<file path="src/hw/rtl/fss_pkg.sv">
// ----------------------------------------------------------------------------
// fss_pkg
// Shared types and constants of the folded substring search block.
// ----------------------------------------------------------------------------
`timescale 1ns / 1ps

package fss_pkg;

  localparam int CFG_IDX_W  = 8;
  localparam int CFG_DATA_W = 32;
  localparam int BYTE_W     = 8;
  localparam int SLOT_W     = 5;
  localparam int LEN_W      = 6;
  localparam int RESULT_W   = 32;

  // Register indexes of the configuration port.
  localparam logic [CFG_IDX_W-1:0] CFG_CASE_FOLD      = 8'd0;
  localparam logic [CFG_IDX_W-1:0] CFG_SLASH_FOLD     = 8'd1;
  localparam logic [CFG_IDX_W-1:0] CFG_START_OFFSET   = 8'd2;
  localparam logic [CFG_IDX_W-1:0] CFG_PATTERN_LENGTH = 8'd3;

  // Item opcodes.
  localparam logic OP_LOAD     = 1'b0;
  localparam logic OP_HAYSTACK = 1'b1;

  // Characters used by the folding rules.
  localparam logic [BYTE_W-1:0] CHAR_UPPER_A  = 8'h41;
  localparam logic [BYTE_W-1:0] CHAR_UPPER_Z  = 8'h5A;
  localparam logic [BYTE_W-1:0] CHAR_LOWER_A  = 8'h61;
  localparam logic [BYTE_W-1:0] CHAR_BACKSLASH = 8'h5C;
  localparam logic [BYTE_W-1:0] CHAR_SLASH    = 8'h2F;

  // Control broadcast from the top level to every cell of the row.
  typedef struct packed {
    logic win_shift;
    logic win_clear;
    logic pat_shift;
    logic case_fold;
    logic slash_fold;
  } cell_ctrl_t;

endpackage

</file>
<file path="src/hw/rtl/fss_cell.sv">
// ----------------------------------------------------------------------------
// fss_cell
// One cell of the compare row: a window byte, an aligned pattern byte, compare.
// ----------------------------------------------------------------------------
`timescale 1ns / 1ps

module fss_cell import fss_pkg::*; (
  input  logic              clk_i,
  input  logic              rst_ni,
  input  cell_ctrl_t        ctrl_i,
  input  logic [BYTE_W-1:0] win_i,
  output logic [BYTE_W-1:0] win_o,
  input  logic [BYTE_W-1:0] pat_i,
  output logic [BYTE_W-1:0] pat_o,
  input  logic              load_i,
  input  logic [BYTE_W-1:0] load_byte_i,
  input  logic              lane_en_i,
  output logic              eq_o
);

  logic [BYTE_W-1:0] win_q;
  logic [BYTE_W-1:0] pat_q;

  function automatic logic [BYTE_W-1:0] fold_byte(input logic [BYTE_W-1:0] b,
                                                  input logic cf, input logic sf);
    logic [BYTE_W-1:0] r;
    r = b;
    if (cf && (r inside {[CHAR_UPPER_A:CHAR_UPPER_Z]})) begin
      r = r + (CHAR_LOWER_A - CHAR_UPPER_A);
    end
    if (sf && (r == CHAR_BACKSLASH)) begin
      r = CHAR_SLASH;
    end
    return r;
  endfunction

  // The window byte is cleared at the end of every search.
  always_ff @(posedge clk_i or negedge rst_ni) begin
    if (!rst_ni) begin
      win_q <= '0;
    end else if (ctrl_i.win_clear) begin
      win_q <= '0;
    end else if (ctrl_i.win_shift) begin
      win_q <= win_i;
    end
  end

  always_ff @(posedge clk_i) begin
    if (ctrl_i.pat_shift) begin
      pat_q <= pat_i;
    end else if (load_i) begin
      pat_q <= load_byte_i;
    end
  end

  assign win_o = win_q;
  assign pat_o = pat_q;
  assign eq_o  = !lane_en_i ||
                 (fold_byte(win_q, ctrl_i.case_fold, ctrl_i.slash_fold) ==
                  fold_byte(pat_q, ctrl_i.case_fold, ctrl_i.slash_fold));

endmodule

</file>
<file path="src/hw/rtl/folded_substring_search_top.sv">
// ----------------------------------------------------------------------------
// folded_substring_search_top
// Streaming first-occurrence substring search over a row of compare cells.
// ----------------------------------------------------------------------------
// Input items arrive on a valid/ready channel. A load item writes one pattern
// byte into the slot it names. A haystack item first shifts its byte into the
// window row; in its compare cycle every cell then compares its window byte
// with the pattern byte aligned to it and the row is reduced to a single match
// flag. No input transfer is taken in the compare cycle.
// A haystack transfer marked last produces one result (found, match_index)
// through the compare stage and the output register; the search state is
// then cleared. Writing a pattern_length from 1 to PATTERN_MAX re-aligns the
// pattern held in the row, one pattern byte per cycle, and no input transfer
// is taken meanwhile. Configuration writes are taken in every cycle.
// The result waits in an output register. Input transfers continue while it
// waits; only a further last byte holds its compare cycle until the receiver
// has taken the waiting result, and input ready stays low during that hold.
// Reset clears the registers, the window row, the position and the hit flag.
// The pattern store holds no defined value until it has been written.
// ----------------------------------------------------------------------------
`timescale 1ns / 1ps

module folded_substring_search_top import fss_pkg::*; #(
  parameter int PATTERN_MAX   = 32,
  parameter int POSITION_BITS = 32
) (
  input  logic                  clk_i,
  input  logic                  rst_ni,
  // configuration write channel
  input  logic                  cfg_valid_i,
  output logic                  cfg_ready_o,
  input  logic [CFG_IDX_W-1:0]  cfg_index_i,
  input  logic [CFG_DATA_W-1:0] cfg_data_i,
  // input item channel
  input  logic                  in_valid_i,
  output logic                  in_ready_o,
  input  logic                  opcode_i,
  input  logic [BYTE_W-1:0]     byte_value_i,
  input  logic [SLOT_W-1:0]     pattern_slot_i,
  input  logic                  last_byte_i,
  // result channel
  output logic                  out_valid_o,
  input  logic                  out_ready_i,
  output logic                  found_o,
  output logic [RESULT_W-1:0]   match_index_o
);

  localparam int IDX_W = $clog2(PATTERN_MAX);
  localparam int CMP_W = (POSITION_BITS > CFG_DATA_W) ? POSITION_BITS : CFG_DATA_W;
  localparam logic [POSITION_BITS-1:0] POS_ONE = POSITION_BITS'(1);
  localparam logic [LEN_W-1:0]         LEN_ONE = LEN_W'(1);

  // Configuration registers.
  logic                  case_fold_q;
  logic                  slash_fold_q;
  logic [CFG_DATA_W-1:0] start_q;
  logic [LEN_W-1:0]      len_q;

  // Pattern store, written by slot and read in order during re-alignment.
  logic [BYTE_W-1:0]     pat_q [PATTERN_MAX];
  logic                  rb_q;
  logic [LEN_W-1:0]      cnt_q;

  // Stream state.
  logic [POSITION_BITS-1:0] pos_q;
  logic                     hit_q;
  logic [POSITION_BITS-1:0] hit_idx_q;

  // Compare stage.
  logic                     pend_q;
  logic                     cand_q;
  logic                     last_q;
  logic [POSITION_BITS-1:0] begin_q;

  // Output register.
  logic                  out_valid_q;
  logic                  found_q;
  logic [RESULT_W-1:0]   match_q;

  logic                     cfg_acc;
  logic                     in_acc;
  logic                     hay;
  logic                     load;
  logic                     sat;
  logic                     adv;
  logic                     len_ok;
  logic [POSITION_BITS-1:0] len_m1;
  logic [POSITION_BITS-1:0] begin_pos;
  logic                     cand_d;
  logic                     slot_ok;
  logic [LEN_W-1:0]         lane;
  logic                     lane_ok;
  logic [LEN_W-1:0]         new_len;
  logic [BYTE_W-1:0]        pat_rd;
  logic                     all_eq;
  logic                     out_free;
  logic                     b_go;
  logic                     new_hit;
  logic                     hit_now;
  logic [POSITION_BITS-1:0] idx_now;
  cell_ctrl_t               ctrl;

  logic [BYTE_W-1:0]      win_o [PATTERN_MAX];
  logic [BYTE_W-1:0]      pat_o [PATTERN_MAX];
  logic [PATTERN_MAX-1:0] eq;

  assign cfg_ready_o = 1'b1;
  assign cfg_acc     = cfg_valid_i && cfg_ready_o;
  assign in_ready_o  = !pend_q && !rb_q;
  assign in_acc      = in_valid_i && in_ready_o;
  assign hay         = in_acc && (opcode_i == OP_HAYSTACK);
  assign load        = in_acc && (opcode_i == OP_LOAD);

  // Once the position saturates, later bytes neither shift nor compare.
  assign sat    = &pos_q;
  assign adv    = hay && !sat;
  assign len_ok = (len_q != '0) && (32'(len_q) <= PATTERN_MAX);

  // A window is complete once pos + 1 >= len, that is pos >= len - 1.
  assign len_m1    = POSITION_BITS'(len_q) - POS_ONE;
  assign begin_pos = pos_q - len_m1;
  assign cand_d    = adv && len_ok && (pos_q >= len_m1) &&
                     (CMP_W'(begin_pos) >= CMP_W'(start_q));

  // A loaded byte for slot s belongs in the cell at len - 1 - s.
  assign slot_ok = 32'(pattern_slot_i) < PATTERN_MAX;
  assign lane    = len_q - LEN_ONE - LEN_W'(pattern_slot_i);
  assign lane_ok = load && slot_ok && len_ok && (LEN_W'(pattern_slot_i) < len_q);
  assign new_len = cfg_data_i[LEN_W-1:0];
  assign pat_rd  = pat_q[IDX_W'(cnt_q)];

  assign ctrl.win_shift  = adv;
  assign ctrl.win_clear  = b_go && last_q;
  assign ctrl.pat_shift  = rb_q;
  assign ctrl.case_fold  = case_fold_q;
  assign ctrl.slash_fold = slash_fold_q;

  for (genvar k = 0; k < PATTERN_MAX; k++) begin : g_cell
    logic [BYTE_W-1:0] win_in;
    logic [BYTE_W-1:0] pat_in;
    if (k == 0) begin : g_head
      assign win_in = byte_value_i;
      assign pat_in = pat_rd;
    end else begin : g_body
      assign win_in = win_o[k-1];
      assign pat_in = pat_o[k-1];
    end
    fss_cell u_cell (
      .clk_i       (clk_i),
      .rst_ni      (rst_ni),
      .ctrl_i      (ctrl),
      .win_i       (win_in),
      .win_o       (win_o[k]),
      .pat_i       (pat_in),
      .pat_o       (pat_o[k]),
      .load_i      (lane_ok && (32'(lane) == k)),
      .load_byte_i (byte_value_i),
      .lane_en_i   (32'(len_q) > k),
      .eq_o        (eq[k])
    );
  end

  // Compare stage: a last byte waits here until the output register is free.
  assign all_eq   = &eq;
  assign out_free = !out_valid_q || out_ready_i;
  assign b_go     = pend_q && (!last_q || out_free);
  assign new_hit  = !hit_q && cand_q && all_eq;
  assign hit_now  = hit_q || new_hit;
  assign idx_now  = hit_q ? hit_idx_q : begin_q;

  always_ff @(posedge clk_i or negedge rst_ni) begin
    if (!rst_ni) begin
      case_fold_q  <= 1'b0;
      slash_fold_q <= 1'b0;
      start_q      <= '0;
      len_q        <= '0;
      rb_q         <= 1'b0;
      cnt_q        <= '0;
      pos_q        <= '0;
      hit_q        <= 1'b0;
      hit_idx_q    <= '0;
      pend_q       <= 1'b0;
      cand_q       <= 1'b0;
      last_q       <= 1'b0;
      out_valid_q  <= 1'b0;
    end else begin
      // Re-alignment of the pattern row after a length change.
      if (rb_q) begin
        cnt_q <= cnt_q + LEN_ONE;
        if ((cnt_q + LEN_ONE) == len_q) begin
          rb_q <= 1'b0;
        end
      end
      if (cfg_acc) begin
        case (cfg_index_i)
          CFG_CASE_FOLD:    case_fold_q  <= cfg_data_i[0];
          CFG_SLASH_FOLD:   slash_fold_q <= cfg_data_i[0];
          CFG_START_OFFSET: start_q      <= cfg_data_i;
          CFG_PATTERN_LENGTH: begin
            len_q <= new_len;
            cnt_q <= '0;
            rb_q  <= (new_len != '0) && (32'(new_len) <= PATTERN_MAX);
          end
          default: ;
        endcase
      end

      if (hay) begin
        pend_q <= 1'b1;
        cand_q <= cand_d;
        last_q <= last_byte_i;
      end else if (b_go) begin
        pend_q <= 1'b0;
      end

      if (b_go && last_q) begin
        pos_q     <= '0;
        hit_q     <= 1'b0;
        hit_idx_q <= '0;
      end else begin
        if (adv) begin
          pos_q <= pos_q + POS_ONE;
        end
        if (b_go && new_hit) begin
          hit_q     <= 1'b1;
          hit_idx_q <= begin_q;
        end
      end

      if (b_go && last_q) begin
        out_valid_q <= 1'b1;
      end else if (out_ready_i) begin
        out_valid_q <= 1'b0;
      end
    end
  end

  always_ff @(posedge clk_i) begin
    if (load && slot_ok) begin
      pat_q[IDX_W'(pattern_slot_i)] <= byte_value_i;
    end
    if (hay) begin
      begin_q <= begin_pos;
    end
    if (b_go && last_q) begin
      found_q <= hit_now;
      match_q <= hit_now ? RESULT_W'(idx_now) : '0;
    end
  end

  assign out_valid_o   = out_valid_q;
  assign found_o       = found_q;
  assign match_index_o = match_q;

endmodule

</file>
<file path="config.mk">
export PLATFORM = sky130hd
export DESIGN_NAME = folded_substring_search_top
export DESIGN_NICKNAME = d
export VERILOG_FILES = /design/src/hw/rtl/fss_pkg.sv /design/src/hw/rtl/fss_cell.sv /design/src/hw/rtl/folded_substring_search_top.sv
export SDC_FILE = /design/constraint.sdc
export NUM_CORES = 2
export LEC_CHECK = 0
export ABC_AREA = 1
export BUFFER_PORTS_ARGS = -buffer_cell sky130_fd_sc_hd__clkbuf_2
export CAP_MARGIN = 10
export CORE_MARGIN = 2
export CORE_UTILIZATION = 30
export DETAILED_ROUTE_END_ITERATION = 6
export HOLD_SLACK_MARGIN = 0.03
export SYNTH_ARGS = -nofsm -noshare
export SYNTH_HDL_FRONTEND = slang
export SYNTH_SLANG_ARGS = --single-unit
</file>
<file path="constraint.sdc">
create_clock -name clk_i -period 9 [get_ports clk_i]
set_input_delay 1.35 -clock clk_i [delete_from_list [all_inputs] [get_ports clk_i]]
set_output_delay 1.35 -clock clk_i [all_outputs]
set_load 0.01 [all_outputs]
</file>
Yosys cells after proc, flatten, opt, wreduce, memory -nomap -nowiden
Memory sizes are Yosys's and may differ from the RTL's.
Cells that the tools add are included.

operators by class
  add/sub/neg operators = 70
  multipliers = 0
  divide/modulo/power cells = 0
  $lt $le $gt $ge = 165
  eq/ne operators = 131
  shifts and indexed selects = 0
  multiplexer cells = 276
  bitwise logic cells = 1
  reductions and logical operators = 360

operator list
  operator                                                                         count
  8-bit 2-to-1 mux                                                                 256
  8-bit by 6-bit adder with 8-bit output, second input constant                    64
  8-bit by 7-bit equality test with 1-bit output, second input constant            64
  8-bit by 7-bit >= comparator with 1-bit output, second input constant            64
  8-bit by 7-bit <= comparator with 1-bit output, second input constant            64
  8-bit equality test                                                              32
  1-bit logical AND                                                                241
  32-bit 2-to-1 mux                                                                5
  6-bit by 5-bit equality test with 1-bit output, second input constant            16
  6-bit by 5-bit greater-than comparator with 1-bit output, second input constant  16
  2-bit nonzero test                                                               36
  32-bit >= comparator                                                             2
  32-bit AND reduction                                                             2
  6-bit by 4-bit equality test with 1-bit output, second input constant            8
  6-bit by 4-bit greater-than comparator with 1-bit output, second input constant  8
  1-bit logical NOT                                                                38
  1-bit logical OR                                                                 35
  32-bit by 1-bit adder with 32-bit output, second input constant                  1
  32-bit subtractor                                                                1
  6-bit by 3-bit equality test with 1-bit output, second input constant            4
  6-bit by 3-bit greater-than comparator with 1-bit output, second input constant  4
  6-bit 2-to-1 mux                                                                 3
  8-bit by 2-bit equality test with 1-bit output, second input constant            2
  6-bit by 2-bit equality test with 1-bit output, second input constant            2
  17 further kinds                                                                 35

storage, ports and cells
  register bits after elaboration = 693
  bits in latches = 0
  RAM bits = 256
  ROM bits = 0
  bits of input ports = 60
  memories = 1

memory list
  memory  words  bits a word  read ports  clocked after memory_dff  wr ports  RTL line                           source
  pat_q   32     8            1           0                         1         folded_substring_search_top.sv:60  logic [BYTE_W-1:0] pat_q [PATTERN_MAX];

Longest topological paths before layout
  word-level depth = 14
  depth in mapped cells = 29

Hierarchy
A second synthesis with hierarchy kept.

second synthesis, totals
  cell total of the unflattened synthesis = 8296
  area total of the unflattened synthesis = 60918.4 µm²

modules (own cells, without submodules)
  module                       times used  cells an instance  area each (µm²)  seq. area each (µm²)
  fss_cell                     32          185                1209.9           440.4
  folded_substring_search_top  1           2376               22201.3          12542.0

Worst setup path before layout
No wires, ideal clock.

  path kind = flip-flop to flip-flop
  start point = register len_q[4]
  end point = register cand_q
  arrival time = 4.913 ns
  slack = 3.922 ns
  stages on the path, launching flop included = 28
  period minus slack after synthesis = 5.078 ns
  path through = dfrtp_1 clkbuf_1 nor2_1 inv_1 nor2_1 nand2_1 ha_1 nand2_1 nor3_1 nand2_1 o211ai_1 a21oi_1 o21bai_1 nand2_1 nand2_1 nand3_1 nand2_1 a21boi_0 o21ai_0 a31oi_1 xnor2_1 ha_1 a21oi_1 o21ai_0 a221oi_1 o21ai_0 o2111ai_1 o21ai_0

RTL lines
  what                                         RTL line                            source
  start: declaration                           folded_substring_search_top.sv:57   logic [LEN_W-1:0] len_q;
  start signal: assignment                     folded_substring_search_top.sv:200  len_q <= new_len;
  6-bit by 1-bit subtractor with 7-bit output  folded_substring_search_top.sv:120  assign len_m1 = POSITION_BITS'(len_q) - POS_ONE;
  32-bit subtractor                            folded_substring_search_top.sv:121  assign begin_pos = pos_q - len_m1;
  via begin_pos[27]                            folded_substring_search_top.sv:88   logic [POSITION_BITS-1:0] begin_pos;
  32-bit >= comparator                         folded_substring_search_top.sv:123  (CMP_W'(begin_pos) >= CMP_W'(start_q));
  1-bit logical AND                            folded_substring_search_top.sv:122  assign cand_d = adv && len_ok && (pos_q >= len_m1) &&
  end signal: assignment                       folded_substring_search_top.sv:210  cand_q <= cand_d;
  end: declaration                             folded_substring_search_top.sv:71   logic cand_q;

The timed path passes the listed nets, and every way through them passes these cells.
A chain may end at the register's enable or synchronous reset.

Worst setup path after layout
  start point = register len_q[5]
  end point = register cand_q

The elaborated chain is that of the path after synthesis.

==> flow_summary.ini <==
[finish]
syn_to_final_growth_pct = 12.0
final_area_um2 = 61400
drive_above_1_share = 0.0701
fillers = 18700
fin_nets = 7089

[synthesis]
syn_area_um2 = 54800
synth_top_cell_area_share = 0.316
ys_warn_count = 0
synth_top_area_cell = edfxtp_1
synth_seq_cells = 949
synth-edff-count = 577
synth_seq_area_share = 0.486
synthFlopType = edfxtp_1
postSynthAreaPerCell_um2 = 7.98
synthesis.nets = 7074
synthArstFlopShare = 0.392
synthCells = 6869
synth_cell_type_count = 60
synthTopCellsByArea = edfxtp_1 (32%), dfrtp_1 (17%), nand2_1 (11%)

[power_and_ir_drop]
power.density_nw_per_um2 = 303
p_leak_nw = 26.7
p_total_mw = 18.6
vdd_drop_max_v = 0.000239

[floorplan]
start_util = 0.303
rows = 156
coreArea_um2 = 181000
die_w_um = 431
dieHeight_um = 431
io_pins = 96
dieArea_um2 = 186000

[global_routing]
grt_util_all_layers = 0.173
antenna_found_initial = 2
grt_max_degree = 108
grt_pass1_wl_um = 257000
grt_pass1_vias = 44700
grt_remaining_overflow = 0

[clock_tree]
cts_tree = done
ctsHoldBuffers = 0
clock-sinks = 949
cts_made_buffers = 106
clk_pin_slew_ns = 0.07
post_cts_buffers = 0
cts_buffer_depth = 3
cts-resized-gates = 0
h-tree-depth = 3
clk_latency_ns = 0.77
cts-root-buf = clkbuf_16

[worst_setup_path]
critical_path.max_stage_delay_ns = 0.67
startpoint_type = flip-flop
cp_top_family = simple AND/OR/NAND/NOR gates
crit_top_cell = nand2_1
ff2ff_path_depth = 26
critPathMaxFanout = 26
crit_cells = 26
cpMaxStageDelayCell = nand2_1
end_kind = flip-flop
path_class = flip-flop to flip-flop
critical_path_buf_inv_count = 2
required_ns = 9.58
cp.arrival_ns = 6.91

[job]
max-cap-violations = 0

[sta]
min_period_over_period = 0.703
rsz0062_at_grt = false
fin_crit_ns = 6.33
worst_slew_pin_slew_ns = 1.24
max_clock_freq_mhz = 158
relSlewSlack = 0.170
hold_violations = 0
fin_setup_tns_ns = 0
worst_clock_skew_ns = 0.0693
finalSetupViolCount = 0
slew_violations = 0

[min_path]
holdCritPathClass = flip-flop to flip-flop
hold-path-cell-count = 2

[route]
drc = 0
avgRoutedWirePerCell_um = 17.7
postRouteAntennaNets = 0
drt_iter0_markers = 4590
vias = 47500
vias_per_cell = 5.08
dr.pass1.iters = 6
drt_wl_total_um = 166000

[place]
portBuffers = 94
place_hpwl_um = 113000
post_dp_cell_area_um2 = 57700
place.gp.congestion = 0.886

[status]
outcome = finished clean
-- layout make-up --
class,count,area (um2),area share
flip-flops and latches,949,26700,0.434
multi-input cells,4789,23800,0.388
inverters,878,3310,0.0539
well taps,2370,2970,0.0483
clock buffers,139,2840,0.0462
repair buffers,160,973,0.0159
clock inverters,61,788,0.0128
diodes,1,2.50,0.0000408
-- where the power goes --
| group | internal, mW | switching [mW] |
|---|---|---|
| Sequential | 6.05 | 1.17 |
| Combinational | 2.11 | 4.73 |
| Clock | 2.62 | 1.92 |
| Total | 10.8 | 7.81 |
-- sequential cells by signal (all words and copies together), names as in the netlist --
signal,count
g_cell.u_cell.pat_o,256
g_cell.u_cell.win_o,256
pat_q,256
begin_q,32
hit_idx_q,32
match_index_o,32
pos_q,32
start_q,32
cnt_q,6
len_q,6
cand_q,1
case_fold_q,1
found_o,1
hit_q,1
last_q,1
out_valid_o,1
pend_q,1
rb_q,1
slash_fold_q,1
-- logic make-up after synthesis --
group / synth area share
flip-flops: 0.486
XOR/XNOR: 0.0216
adder cells (fa/ha/maj): 0.0334
AO/OA/AOI/OAI: 0.116
other: 0.0000684
AND/OR/NAND/NOR: 0.263
buffers and inverters: 0.0796
-- final timing paths --
| path | start | end | slack (ns) |
|---|---|---|---|
| max reg2reg | len_q[5] | cand_q | 2.67 |
| max | len_q[5] | cand_q | 2.67 |
| max in group asynchronous | rst_ni | g_cell[25].u_cell.win_o[2] | 6.35 |
| min in group asynchronous | rst_ni | g_cell[30].u_cell.win_o[5] | 0.56 |
| min reg2reg | start_q[2] | start_q[2] | 0.49 |
| min | start_q[2] | start_q[2] | 0.49 |
-- through the flow --
| step | util | hold slack [ns] | cells | setup WS [ns] |
|---|---|---|---|---|
| finish | 0.339 | 0.488 | 9347 | 2.67 |
| global route | 0.339 | 0.524 | 9346 | 1.94 |
| CTS | 0.339 | 0.490 | 9344 | 2.73 |
| detailed placement | 0.319 | 0.476 | 9144 | 2.85 |
| global placement | 0.319 | 0.479 | 9144 | 2.95 |
| floorplan | - | 0.453 | 6869 | 3.92 |
-- Yosys cell counts, types with 13 or more instances --
cell and count:
a21oi_1 165, a21oi_2 30, a31oi_1 20, buf_6 13, clkbuf_1 220, dfrtp_1 372
edfxtp_1 577, ha_1 143, inv_1 856, nand2_1 1578, nand2_2 23, nand3_1 705
nand3_2 15, nand4_1 159, nor2_1 772, nor2_2 18, nor3_1 49, o21ai_0 727
o21ai_1 25, o21ai_2 25, o21bai_1 15, o221ai_1 40, o22ai_1 35, xnor2_1 94
xor2_1 41
-- metal layers --
metal / routed length [um] / vias up / global-route usage
met3: 10600 / 304 / 0.0262
met1: 74900 / 22700 / 0.242
met4: 5550 / 2 / 0.0575
met2: 74600 / 1514 / 0.274
li1: - / 22900 / -
met5: 10 / - / 0
-- layout by cell type, fill, tap and decap left out, drive strengths merged, types with 16 or more instances in the layout --
cell / n
nand2: 1602
inv: 870
nor2: 792
o21ai: 777
nand3: 720
edfxtp: 577
dfrtp: 372
clkbuf: 234
a21oi: 195
nand4: 171
ha: 143
xnor2: 94
buf: 65
nor3: 58
clkinv: 50
xor2: 41
o221ai: 40
o22ai: 35
a31oi: 20
o21bai: 16
-- tightest hold or removal path, stage by stage (launching register included) --
cell	delay [ns]
dfrtp_1	0.34
nand2_1	0.05
o21ai_0	0.06
(Power assumes the default switching activity.)
